==> src/drc_pkg.sv <==
// Types, codes and sizes of the dirty range coalescer.
// Used by the top level, drc_ctrl, drc_dp and the bench; no dependencies.
`default_nettype none
package drc_pkg;
    localparam int MAX_RANGES = 16;
    localparam int IDX_W = (MAX_RANGES > 1) ? $clog2(MAX_RANGES) : 1;
    localparam int CNT_W = $clog2(MAX_RANGES + 1);

    localparam logic [15:0] EXT_LO   = 16'hA000;
    localparam logic [15:0] WORK_LO  = 16'hC000;
    localparam logic [15:0] BANK_LO  = 16'hD000;
    localparam logic [15:0] BANK_HI  = 16'hE000;
    localparam logic [16:0] ADDR_TOP = 17'h10000;
    localparam logic [17:0] WORK_SIZE = 18'h08000;
    localparam logic [7:0]  BANK_MAX = 8'd7;

    localparam logic CFG_EXT_SIZE = 1'b0;
    localparam logic CFG_WORK_RAM = 1'b1;

    typedef enum logic [1:0] {
        OP_WRITE = 2'd0,
        OP_READ  = 2'd1,
        OP_CLEAR = 2'd2
    } t_op;

    typedef enum logic [1:0] {
        SP_EXT  = 2'd0,
        SP_WORK = 2'd1,
        SP_BANK = 2'd2
    } t_space;

    typedef enum logic [1:0] {
        ST_OK      = 2'd0,
        ST_INVALID = 2'd1,
        ST_RANGE   = 2'd2,
        ST_FULL    = 2'd3
    } t_status;

    typedef enum logic [2:0] {
        S_IDLE,
        S_CHECK,
        S_SCAN_RD,
        S_SCAN_EV,
        S_MRG_RD,
        S_MRG_EV,
        S_RD_EV,
        S_DONE
    } t_state;

    typedef struct packed {
        logic [1:0]  sp;
        logic [7:0]  bk;
        logic [15:0] start;
        logic [16:0] len;
    } t_entry;

    typedef struct packed {
        logic    load;
        logic    rd_scan;
        logic    rd_merge;
        logic    rd_idx;
        logic    scan_next;
        logic    hit;
        logic    merge_step;
        logic    final_wr;
        logic    append;
        logic    clear;
        logic    set_stat;
        t_status stat;
        logic    take_entry;
        logic    deliver;
    } t_cmd;

    typedef struct packed {
        t_op     op;
        t_status chk;
        logic    touch;
        logic    scan_end;
        logic    merge_end;
        logic    full;
        logic    idx_ok;
        logic    out_free;
    } t_sts;
endpackage
`default_nettype wire

==> src/dirty_range_coalescer_unit.sv <==
// Top level of the dirty range coalescer: stream ports, APB registers, ctrl and datapath.
// Depends on drc_pkg, drc_ctrl, drc_dp.
//
//  channel  | kind         | payload
//  s_axis   | word in      | tuser: operation; tdata: space, bank, address, width, entry_index
//  m_axis   | word out     | tdata: status, range_count, entry fields
//  apb      | registers    | 0x0 ext_ram_size, 0x4 work_ram_present
//
// Write word: a check, then a read and an evaluate step per stored range scanned or merged;
// read word: a check and one table read; clear and rejected words: the check only.
// Reset (synchronous, i_rst_n low) empties the table; no clearing pass.
// A finished word waits in the output register; the next input word is taken meanwhile,
// and the sequencer only holds at its end if the previous result is still not taken.
`default_nettype none
module dirty_range_coalescer_unit (
    input  wire logic        i_clk,
    input  wire logic        i_rst_n,
    input  wire logic        s_axis_tvalid,
    output logic             s_axis_tready,
    input  wire logic [1:0]  s_axis_tuser,  // [1:0] operation
    // [1:0] space, [9:2] bank, [25:10] address, [41:26] width, [45:42] entry_index
    input  wire logic [47:0] s_axis_tdata,
    output logic             m_axis_tvalid,
    input  wire logic        m_axis_tready,
    // [1:0] status, [6:2] range_count, [8:7] entry_space, [16:9] entry_bank,
    // [32:17] entry_address, [49:33] entry_width
    output logic [55:0]      m_axis_tdata,
    input  wire logic        psel,
    input  wire logic        penable,
    input  wire logic        pwrite,
    input  wire logic [2:0]  paddr,
    input  wire logic [31:0] pwdata,
    output logic [31:0]      prdata,
    output logic             pready
);
    import drc_pkg::*;

    logic [17:0] r_ext_size;
    logic        r_work_present;
    t_cmd        cmd;
    t_sts        sts;
    logic [1:0]  o_status;
    logic [4:0]  o_count;
    logic [1:0]  o_esp;
    logic [7:0]  o_ebk;
    logic [15:0] o_eaddr;
    logic [16:0] o_ewidth;

    assign pready = 1'b1;

    always_ff @(posedge i_clk) begin
        if (!i_rst_n) begin
            r_ext_size <= '0;
            r_work_present <= 1'b1;
        end else if (psel && penable && pwrite) begin
            unique case (paddr[2])
                CFG_EXT_SIZE: r_ext_size <= pwdata[17:0];
                CFG_WORK_RAM: r_work_present <= pwdata[0];
                default: r_ext_size <= r_ext_size;
            endcase
        end
    end

    always_comb begin
        unique case (paddr[2])
            CFG_EXT_SIZE: prdata = {14'd0, r_ext_size};
            CFG_WORK_RAM: prdata = {31'd0, r_work_present};
            default: prdata = '0;
        endcase
    end

    drc_ctrl u_ctrl (
        .i_clk      (i_clk),
        .i_rst_n    (i_rst_n),
        .i_in_valid (s_axis_tvalid),
        .o_in_ready (s_axis_tready),
        .i_sts      (sts),
        .o_cmd      (cmd)
    );

    drc_dp u_dp (
        .i_clk           (i_clk),
        .i_rst_n         (i_rst_n),
        .i_cmd           (cmd),
        .o_sts           (sts),
        .i_op            (s_axis_tuser),
        .i_space         (s_axis_tdata[1:0]),
        .i_bank          (s_axis_tdata[9:2]),
        .i_address       (s_axis_tdata[25:10]),
        .i_width         (s_axis_tdata[41:26]),
        .i_entry_index   (s_axis_tdata[45:42]),
        .i_ext_size      (r_ext_size),
        .i_work_present  (r_work_present),
        .i_out_ready     (m_axis_tready),
        .o_out_valid     (m_axis_tvalid),
        .o_status        (o_status),
        .o_range_count   (o_count),
        .o_entry_space   (o_esp),
        .o_entry_bank    (o_ebk),
        .o_entry_address (o_eaddr),
        .o_entry_width   (o_ewidth)
    );

    assign m_axis_tdata = {6'd0, o_ewidth, o_eaddr, o_ebk, o_esp, o_count, o_status};
endmodule
`default_nettype wire

==> src/drc_ram.sv <==
// Generic single-write, single-read RAM with registered read data.
// No dependencies.
`default_nettype none
module drc_ram #(
    parameter int WIDTH = 8,
    parameter int DEPTH = 16,
    parameter int AW = (DEPTH > 1) ? $clog2(DEPTH) : 1
) (
    input  wire logic             i_clk,
    input  wire logic             i_we,
    input  wire logic [AW-1:0]    i_waddr,
    input  wire logic [WIDTH-1:0] i_wdata,
    input  wire logic [AW-1:0]    i_raddr,
    output logic      [WIDTH-1:0] o_rdata
);
    logic [WIDTH-1:0] r_mem [DEPTH];

    always_ff @(posedge i_clk) begin
        if (i_we) begin
            r_mem[i_waddr] <= i_wdata;
        end
        o_rdata <= r_mem[i_raddr];
    end
endmodule
`default_nettype wire

==> src/drc_ctrl.sv <==
// Sequencer of the coalescer: checks, scans, merges and delivers one word at a time.
// Depends on drc_pkg.
`default_nettype none
module drc_ctrl (
    input  wire logic          i_clk,
    input  wire logic          i_rst_n,
    input  wire logic          i_in_valid,
    output logic               o_in_ready,
    input  wire drc_pkg::t_sts i_sts,
    output drc_pkg::t_cmd      o_cmd
);
    import drc_pkg::*;

    t_state r_state, n_state;

    always_ff @(posedge i_clk) begin
        if (!i_rst_n) begin
            r_state <= S_IDLE;
        end else begin
            r_state <= n_state;
        end
    end

    always_comb begin
        n_state = r_state;
        unique case (r_state)
            S_IDLE: if (i_in_valid) n_state = S_CHECK;
            S_CHECK: begin
                unique case (i_sts.op)
                    OP_WRITE: n_state = (i_sts.chk == ST_OK) ? S_SCAN_RD : S_DONE;
                    OP_READ:  n_state = i_sts.idx_ok ? S_RD_EV : S_DONE;
                    default:  n_state = S_DONE;
                endcase
            end
            S_SCAN_RD: n_state = i_sts.scan_end ? S_DONE : S_SCAN_EV;
            S_SCAN_EV: n_state = i_sts.touch ? S_MRG_RD : S_SCAN_RD;
            S_MRG_RD:  n_state = i_sts.merge_end ? S_DONE : S_MRG_EV;
            S_MRG_EV:  n_state = S_MRG_RD;
            S_RD_EV:   n_state = S_DONE;
            S_DONE:    if (i_sts.out_free) n_state = S_IDLE;
            default:   n_state = S_IDLE;
        endcase
    end

    always_comb begin
        o_cmd = '0;
        o_cmd.stat = ST_OK;
        o_in_ready = (r_state == S_IDLE);
        unique case (r_state)
            S_IDLE: o_cmd.load = i_in_valid;
            S_CHECK: begin
                unique case (i_sts.op)
                    OP_WRITE: begin
                        if (i_sts.chk != ST_OK) begin
                            o_cmd.set_stat = 1'b1;
                            o_cmd.stat = i_sts.chk;
                        end
                    end
                    OP_READ: begin
                        if (i_sts.idx_ok) begin
                            o_cmd.rd_idx = 1'b1;
                        end else begin
                            o_cmd.set_stat = 1'b1;
                            o_cmd.stat = ST_RANGE;
                        end
                    end
                    OP_CLEAR: begin
                        o_cmd.clear = 1'b1;
                        o_cmd.set_stat = 1'b1;
                    end
                    default: begin
                        o_cmd.set_stat = 1'b1;
                        o_cmd.stat = ST_INVALID;
                    end
                endcase
            end
            S_SCAN_RD: begin
                if (i_sts.scan_end) begin
                    o_cmd.set_stat = 1'b1;
                    if (i_sts.full) begin
                        o_cmd.stat = ST_FULL;
                    end else begin
                        o_cmd.append = 1'b1;
                    end
                end else begin
                    o_cmd.rd_scan = 1'b1;
                end
            end
            S_SCAN_EV: begin
                if (i_sts.touch) begin
                    o_cmd.hit = 1'b1;
                end else begin
                    o_cmd.scan_next = 1'b1;
                end
            end
            S_MRG_RD: begin
                if (i_sts.merge_end) begin
                    o_cmd.final_wr = 1'b1;
                    o_cmd.set_stat = 1'b1;
                end else begin
                    o_cmd.rd_merge = 1'b1;
                end
            end
            S_MRG_EV: o_cmd.merge_step = 1'b1;
            S_RD_EV: begin
                o_cmd.take_entry = 1'b1;
                o_cmd.set_stat = 1'b1;
            end
            S_DONE: o_cmd.deliver = i_sts.out_free;
            default: o_cmd = '0;
        endcase
    end
endmodule
`default_nettype wire

==> src/drc_dp.sv <==
// Datapath of the coalescer: item registers, bounds check, range table, merge unit, result.
// Depends on drc_pkg and drc_ram.
`default_nettype none
module drc_dp (
    input  wire logic          i_clk,
    input  wire logic          i_rst_n,
    input  wire drc_pkg::t_cmd i_cmd,
    output drc_pkg::t_sts      o_sts,
    input  wire logic [1:0]    i_op,
    input  wire logic [1:0]    i_space,
    input  wire logic [7:0]    i_bank,
    input  wire logic [15:0]   i_address,
    input  wire logic [15:0]   i_width,
    input  wire logic [3:0]    i_entry_index,
    input  wire logic [17:0]   i_ext_size,
    input  wire logic          i_work_present,
    input  wire logic          i_out_ready,
    output logic               o_out_valid,
    output logic [1:0]         o_status,
    output logic [4:0]         o_range_count,
    output logic [1:0]         o_entry_space,
    output logic [7:0]         o_entry_bank,
    output logic [15:0]        o_entry_address,
    output logic [16:0]        o_entry_width
);
    import drc_pkg::*;

    logic [1:0]       r_op, r_sp;
    logic [7:0]       r_bk;
    logic [15:0]      r_addr, r_w;
    logic [3:0]       r_idx;
    logic [CNT_W-1:0] r_cnt, r_i, r_j, r_wp;
    logic [IDX_W-1:0] r_slot;
    logic [15:0]      r_ms;
    logic [16:0]      r_ml;
    t_status          r_stat;
    t_entry           r_ent;
    logic             r_ovalid;

    t_entry           rd_ent, wr_ent;
    logic             we;
    logic [IDX_W-1:0] waddr, raddr;

    drc_ram #(.WIDTH($bits(t_entry)), .DEPTH(MAX_RANGES)) u_ram (
        .i_clk   (i_clk),
        .i_we    (we),
        .i_waddr (waddr),
        .i_wdata (wr_ent),
        .i_raddr (raddr),
        .o_rdata (rd_ent)
    );

    // bounds check of a write word
    logic        map_ok;
    logic [20:0] off;
    logic [17:0] size;
    logic [21:0] off_end;
    logic [16:0] addr_end;
    t_status     chk;

    always_comb begin
        map_ok = 1'b0;
        off = '0;
        size = '0;
        case (r_sp)
            SP_EXT: begin
                map_ok = (r_addr >= EXT_LO) && (r_addr < WORK_LO);
                off = {r_bk, 13'(r_addr - EXT_LO)};
                size = i_ext_size;
            end
            SP_WORK: begin
                map_ok = (r_bk == 8'd0) && (r_addr >= WORK_LO) && (r_addr < BANK_LO);
                off = 21'(12'(r_addr - WORK_LO));
                size = i_work_present ? WORK_SIZE : '0;
            end
            SP_BANK: begin
                map_ok = (r_bk != 8'd0) && (r_bk <= BANK_MAX)
                      && (r_addr >= BANK_LO) && (r_addr < BANK_HI);
                off = 21'({r_bk[2:0], 12'(r_addr - BANK_LO)});
                size = i_work_present ? WORK_SIZE : '0;
            end
            default: map_ok = 1'b0;
        endcase
        off_end = {1'b0, off} + {6'd0, r_w};
        addr_end = {1'b0, r_addr} + {1'b0, r_w};
        if (r_w == 16'd0) begin
            chk = ST_INVALID;
        end else if (!map_ok || off_end > {4'd0, size} || addr_end > ADDR_TOP) begin
            chk = ST_RANGE;
        end else begin
            chk = ST_OK;
        end
    end

    // touch test and growth of the held range against the word read from the table
    logic [17:0] m_end, e_end, g_end;
    logic [15:0] g_start;
    logic        touch;

    always_comb begin
        m_end = {2'd0, r_ms} + {1'b0, r_ml};
        e_end = {2'd0, rd_ent.start} + {1'b0, rd_ent.len};
        touch = (rd_ent.sp == r_sp) && (rd_ent.bk == r_bk)
             && ({2'd0, rd_ent.start} <= m_end) && ({2'd0, r_ms} <= e_end);
        g_start = (rd_ent.start < r_ms) ? rd_ent.start : r_ms;
        g_end = (e_end > m_end) ? e_end : m_end;
    end

    always_comb begin
        we = 1'b0;
        waddr = IDX_W'(r_wp);
        wr_ent = rd_ent;
        if (i_cmd.append) begin
            we = 1'b1;
            waddr = IDX_W'(r_cnt);
            wr_ent = '{sp: r_sp, bk: r_bk, start: r_addr, len: {1'b0, r_w}};
        end else if (i_cmd.final_wr) begin
            we = 1'b1;
            waddr = r_slot;
            wr_ent = '{sp: r_sp, bk: r_bk, start: r_ms, len: r_ml};
        end else if (i_cmd.merge_step && !touch) begin
            we = 1'b1;
        end
        if (i_cmd.rd_idx) begin
            raddr = IDX_W'(r_idx);
        end else if (i_cmd.rd_merge) begin
            raddr = IDX_W'(r_j);
        end else begin
            raddr = IDX_W'(r_i);
        end
    end

    always_ff @(posedge i_clk) begin
        if (i_cmd.load) begin
            r_op <= i_op;
            r_sp <= i_space;
            r_bk <= i_bank;
            r_addr <= i_address;
            r_w <= i_width;
            r_idx <= i_entry_index;
            r_i <= '0;
            r_ms <= i_address;
            r_ml <= {1'b0, i_width};
            r_ent <= '0;
        end
        if (i_cmd.scan_next) begin
            r_i <= r_i + 1'b1;
        end
        if (i_cmd.hit || (i_cmd.merge_step && touch)) begin
            r_ms <= g_start;
            r_ml <= 17'(g_end - {2'd0, g_start});
        end
        if (i_cmd.hit) begin
            r_slot <= IDX_W'(r_i);
            r_j <= r_i + 1'b1;
            r_wp <= r_i + 1'b1;
        end
        if (i_cmd.merge_step) begin
            r_j <= r_j + 1'b1;
            if (!touch) begin
                r_wp <= r_wp + 1'b1;
            end
        end
        if (i_cmd.set_stat) begin
            r_stat <= i_cmd.stat;
        end
        if (i_cmd.take_entry) begin
            r_ent <= rd_ent;
        end
        if (i_cmd.deliver) begin
            o_status <= r_stat;
            o_range_count <= 5'(r_cnt);
            o_entry_space <= r_ent.sp;
            o_entry_bank <= r_ent.bk;
            o_entry_address <= r_ent.start;
            o_entry_width <= r_ent.len;
        end
    end

    always_ff @(posedge i_clk) begin
        if (!i_rst_n) begin
            r_cnt <= '0;
            r_ovalid <= 1'b0;
        end else begin
            if (i_cmd.clear) begin
                r_cnt <= '0;
            end else if (i_cmd.append) begin
                r_cnt <= r_cnt + 1'b1;
            end else if (i_cmd.final_wr) begin
                r_cnt <= r_wp;
            end
            if (i_cmd.deliver) begin
                r_ovalid <= 1'b1;
            end else if (i_out_ready) begin
                r_ovalid <= 1'b0;
            end
        end
    end

    assign o_out_valid = r_ovalid;

    always_comb begin
        o_sts.op = t_op'(r_op);
        o_sts.chk = chk;
        o_sts.touch = touch;
        o_sts.scan_end = (r_i == r_cnt);
        o_sts.merge_end = (r_j == r_cnt);
        o_sts.full = (r_cnt == CNT_W'(MAX_RANGES));
        o_sts.idx_ok = (CNT_W'(r_idx) < r_cnt) && ({28'd0, r_idx} < MAX_RANGES);
        o_sts.out_free = !r_ovalid || i_out_ready;
    end
endmodule
`default_nettype wire

==> config.mk <==
export PLATFORM = sky130hd
export DESIGN_NAME = dirty_range_coalescer_unit
export DESIGN_NICKNAME = d
export VERILOG_FILES = /design/src/drc_pkg.sv /design/src/dirty_range_coalescer_unit.sv /design/src/drc_ram.sv /design/src/drc_ctrl.sv /design/src/drc_dp.sv
export SDC_FILE = /design/constraint.sdc
export NUM_CORES = 2
export LEC_CHECK = 0
export BUFFER_PORTS_ARGS = -buffer_cell sky130_fd_sc_hd__buf_2
export CAP_MARGIN = 20
export CORE_AREA = 5 5 226 448
export CTS_CLUSTER_DIAMETER = 60
export CTS_CLUSTER_SIZE = 10
export DETAILED_ROUTE_END_ITERATION = 8
export DIE_AREA = 0 0 231 453
export HOLD_SLACK_MARGIN = 0.02
export PLACE_DENSITY = 0.69
export SYNTH_ARGS = -nofsm -noshare
export SYNTH_HDL_FRONTEND = slang
export SYNTH_SLANG_ARGS = --single-unit
==> constraint.sdc <==
create_clock -name i_clk -period 6 [get_ports i_clk]
set_clock_uncertainty 0.15 [all_clocks]
set_input_delay 0.3 -clock i_clk [delete_from_list [all_inputs] [get_ports i_clk]]
set_output_delay 0.3 -clock i_clk [all_outputs]
set_load 0.005 [all_outputs]
==> results_dict.tcl <==
set metrics [dict create \
    status "complete, but fails checks" \
    violations "negative setup slack" \
    drt_pass1_iterations 6 \
    cap_violations 0 \
    grt_max_degree 81 \
    min_period_over_period_pct 102 \
    place_ws_ns -0.612 \
    grtUsageMet3_pct 3.18 \
    initialDrtViolationCount 2444 \
    synth_top_cell_area_share_pct 60.7 \
    rsz0062_at_grt "yes" \
    cts_buffer_depth 3 \
    min_path_type "input port to flop" \
    grt_pass1_wl_mm 189 \
    yosysSeqAreaShare_pct 64.2 \
    gp_congestion 1.01 \
    p_leak_nw 19.6 \
    synth-edff-count 878 \
    fillers 7685 \
    gr-usage-all-layers_pct 24.9 \
    ant_nets 0 \
    synthesis.area_sq_um 43400 \
    clk_latency_ns 0.71 \
    worstPathArrival_ns 6.42 \
    die_height_um 453 \
    ctsRootBufferMaster "clkbuf_16" \
    vias 27600 \
    min-delay-start "s_axis_tdata[7]" \
    crit_start "u_dp.u_ram.o_rdata[0]" \
    cts_tree "done" \
    detail_route.wirelength_mm 133 \
    numPortBuffers 143 \
    fin_nets 3691 \
    design.core.area_sq_um 97300 \
    cp_max_fo 5 \
    max_freq_ghz 0.164 \
    p_per_area_nw_per_um2 576 \
    critPathLaunchType "flop" \
    path_clk_slew_ns 0.07 \
    tightest_slew_ns 1.13 \
    dieWidth_um 231 \
    numCtsBuffers 106 \
    syn_area_per_cell_sq_um 15.3 \
    rrSetupSlack_ns -0.11 \
    r2r_start "u_dp.u_ram.o_rdata[0]" \
    synth-seq-cells 954 \
    via_per_inst 5.84 \
    cp-end-kind "flop" \
    h-tree-depth 3 \
    required_ns 6.31 \
    routedWlPerCell_um 28.1 \
    cts.sinks 954 \
    fin_crit_ns 6.11 \
    netlist_instances 2834 \
    dp_hpwl_mm 94.4 \
    initial_core_util_pct 44.6 \
    max-slew-margin-rel_pct 24.3 \
    synth_ff_type "edfxtp_1" \
    crit_type "flop to flop" \
    dp_cells 4433 \
    syn2layout_area_growth_pct 21.8 \
    overflow 0 \
    dieArea_sq_um 105000 \
    pin_count 183 \
    finalMaxSlewViolations 0 \
    finalNonFillerCells 4734 \
    synthTopCellsByArea "edfxtp_1 (61%), mux4_2 (8.9%), ha_1 (5.2%), mux2i_1 (3.9%), dfxtp_1 (3.5%)" \
    hold_viol 0 \
    antenna_found_initial 1 \
    grt_pass1_vias 28700 \
    yosys_warnings 0 \
    ys_types 82 \
    synth_top_area_cell "edfxtp_1" \
    drive_gt1_share_pct 26.8 \
    rows 162 \
    grtUsageMet2_pct 44.6 \
    peakVddDrop_mv 0.509 \
    setup_violations 5 \
    fin_ws_ns -0.114 \
    post-route-drc-count 0 \
    async_flop_share_pct 0 \
    use_met1_pct 25.6 \
    top_usage_layer "met2" \
]
==> registers in the layout, summed over array words and instances (netlist names), 4 cells and up <==
register,flops
r_ext_size,18
u_dp.o_entry_address,16
u_dp.o_entry_bank,8
u_dp.o_entry_width,17
u_dp.o_range_count,5
u_dp.r_addr,16
u_dp.r_bk,8
u_dp.r_cnt,5
u_dp.r_ent,43
u_dp.r_i,5
u_dp.r_idx,4
u_dp.r_j,5
u_dp.r_ml,17
u_dp.r_ms,16
u_dp.r_slot,4
u_dp.r_w,16
u_dp.r_wp,5
u_dp.u_ram.o_rdata,43
u_dp.u_ram.r_mem,688
==> cells in the final DEF (no fill, tap or decap), drive strengths merged, types with 17 or more instances in the layout <==
| cell type | count |
|---|---|
| a211oi | 17 |
| a21o | 51 |
| a21oi | 128 |
| a31oi | 43 |
| and2 | 63 |
| buf | 503 |
| clkbuf | 188 |
| conb | 21 |
| dfxtp | 76 |
| dlygate4sd3 | 75 |
| edfxtp | 878 |
| ha | 179 |
| inv | 82 |
| mux2 | 24 |
| mux2i | 169 |
| mux4 | 172 |
| nand2 | 223 |
| nand2b | 19 |
| nand3 | 30 |
| nand4 | 23 |
| nor2 | 150 |
| nor2b | 40 |
| nor3 | 26 |
| o21a | 19 |
| o21ai | 66 |
| xnor2 | 58 |
| xor2 | 28 |
==> final timing paths <==
check / end / cells past startpoint
worst min register to register: u_dp.o_entry_width[16] / 0
worst max register to register: u_dp.r_ml[16] / 26
worst max-delay path: u_dp.r_ml[16] / 26
worst min-delay path: u_dp.r_bk[5] / 2
==> timing repair <==
item	in CTS	in global routing
pin swaps	35	38
gates cloned	1	3
buffers inserted	12	13
setup endpoints to repair	117	756
hold buffers	75	0
resized for setup	42	59
endpoints found under the hold margin	107	0
==> area by class of cell <==
class	instances	area, sq um	share of cell area (%)
Sequential cell	954	27900	52.7
Multi-Input combinational cell	1692	15300	28.9
Timing Repair Buffer	581	4760	9.00
Clock buffer	185	2970	5.61
Tap cell	1230	1540	2.91
Inverter	80	300	0.568
Clock inverter	10	174	0.329
Antenna cell	2	5.00	0.00946
==> cells by family after synthesis <==
kind of cell | Yosys count | share of synthesized area, %
flops | 954 | 64.2
mux | 365 | 13.4
simple gates | 630 | 6.92
fa+ha+maj | 184 | 5.39
compound gates | 405 | 6.00
other cells | 2 | 0.0173
xor+xnor | 86 | 1.73
buf+inv | 208 | 2.30
==> per-layer routing <==
layer	share of wire [%]	wire length [um]	up-vias
met2	52	69200	1176
met4	10	13800	0
li1	-	-	12100
met3	5.2	6960	429
met5	0	0	-
met1	32	42900	13900
==> through the flow <==
step / util [%] / setup TNS [ns] / instance area [sq um] / total power [W] / hold slack [ns]
6_report: 54.4 / -0.439 / 52900 / 0.0305 / 0.174
5_1_grt: 54.4 / -2.27 / 52900 / 0.0319 / 0.153
4_1_cts: 53.9 / -0.421 / 52400 / 0.0300 / 0.131
3_5_place_dp: 49.6 / -3.42 / 48300 / 0.0233 / 0.255
3_3_place_gp: 49.6 / -2.85 / 48200 / 0.0232 / 0.251
2_1_floorplan: - / -150.29 / 43500 / 0.0172 / 0.212
==> synthesized netlist by cell type, drive strengths merged, types with 6 or more instances <==
cell type and instances:
edfxtp 878, nand2 222, ha 179, mux4 172
mux2i 169, nor2 150, a21oi 128, inv 80
dfxtp 76, buf 69, o21ai 66, and2 63
clkbuf 59, xnor2 58, a21o 51, a31oi 43
nor2b 40, nand3 30, xor2 28, nor3 26
mux2 24, nand4 23, nand2b 19, o21a 19
a211oi 17, nor4 15, o211ai 10, or2 8
and3 7, o31ai 7, a211o 6, nor3b 6
==> where the power goes <==
group | leakage (nW) | switching (W) | internal, W
clock | 1.48 | 0.00261 | 0.00335
combinational | 9.51 | 0.00848 | 0.00692
sequential | 8.59 | 0.000522 | 0.00859
==> worst max-delay path, stage by stage (launching register included) <==
cell and delay [ns]:
dfxtp_2 0.33, ha_4 0.16, fa_2 0.41, a211o_1 0.34
a2111oi_4 0.44, nor2_1 0.10, a21oi_2 0.16, xor2_1 0.22
inv_1 0.08, ha_1 0.30, nand3_1 0.12, o31ai_2 0.27
a21oi_2 0.09, o21ai_2 0.25, nand2_2 0.15, buf_4 0.17
buf_4 0.15, mux2i_1 0.12, ha_1 0.38, buf_4 0.17
a41o_1 0.31, o41ai_2 0.29, buf_4 0.18, o21ai_4 0.06
a31oi_1 0.21, xnor2_1 0.09, and2_1 0.14
No activity file was read; power rests on OpenSTA's default activity.
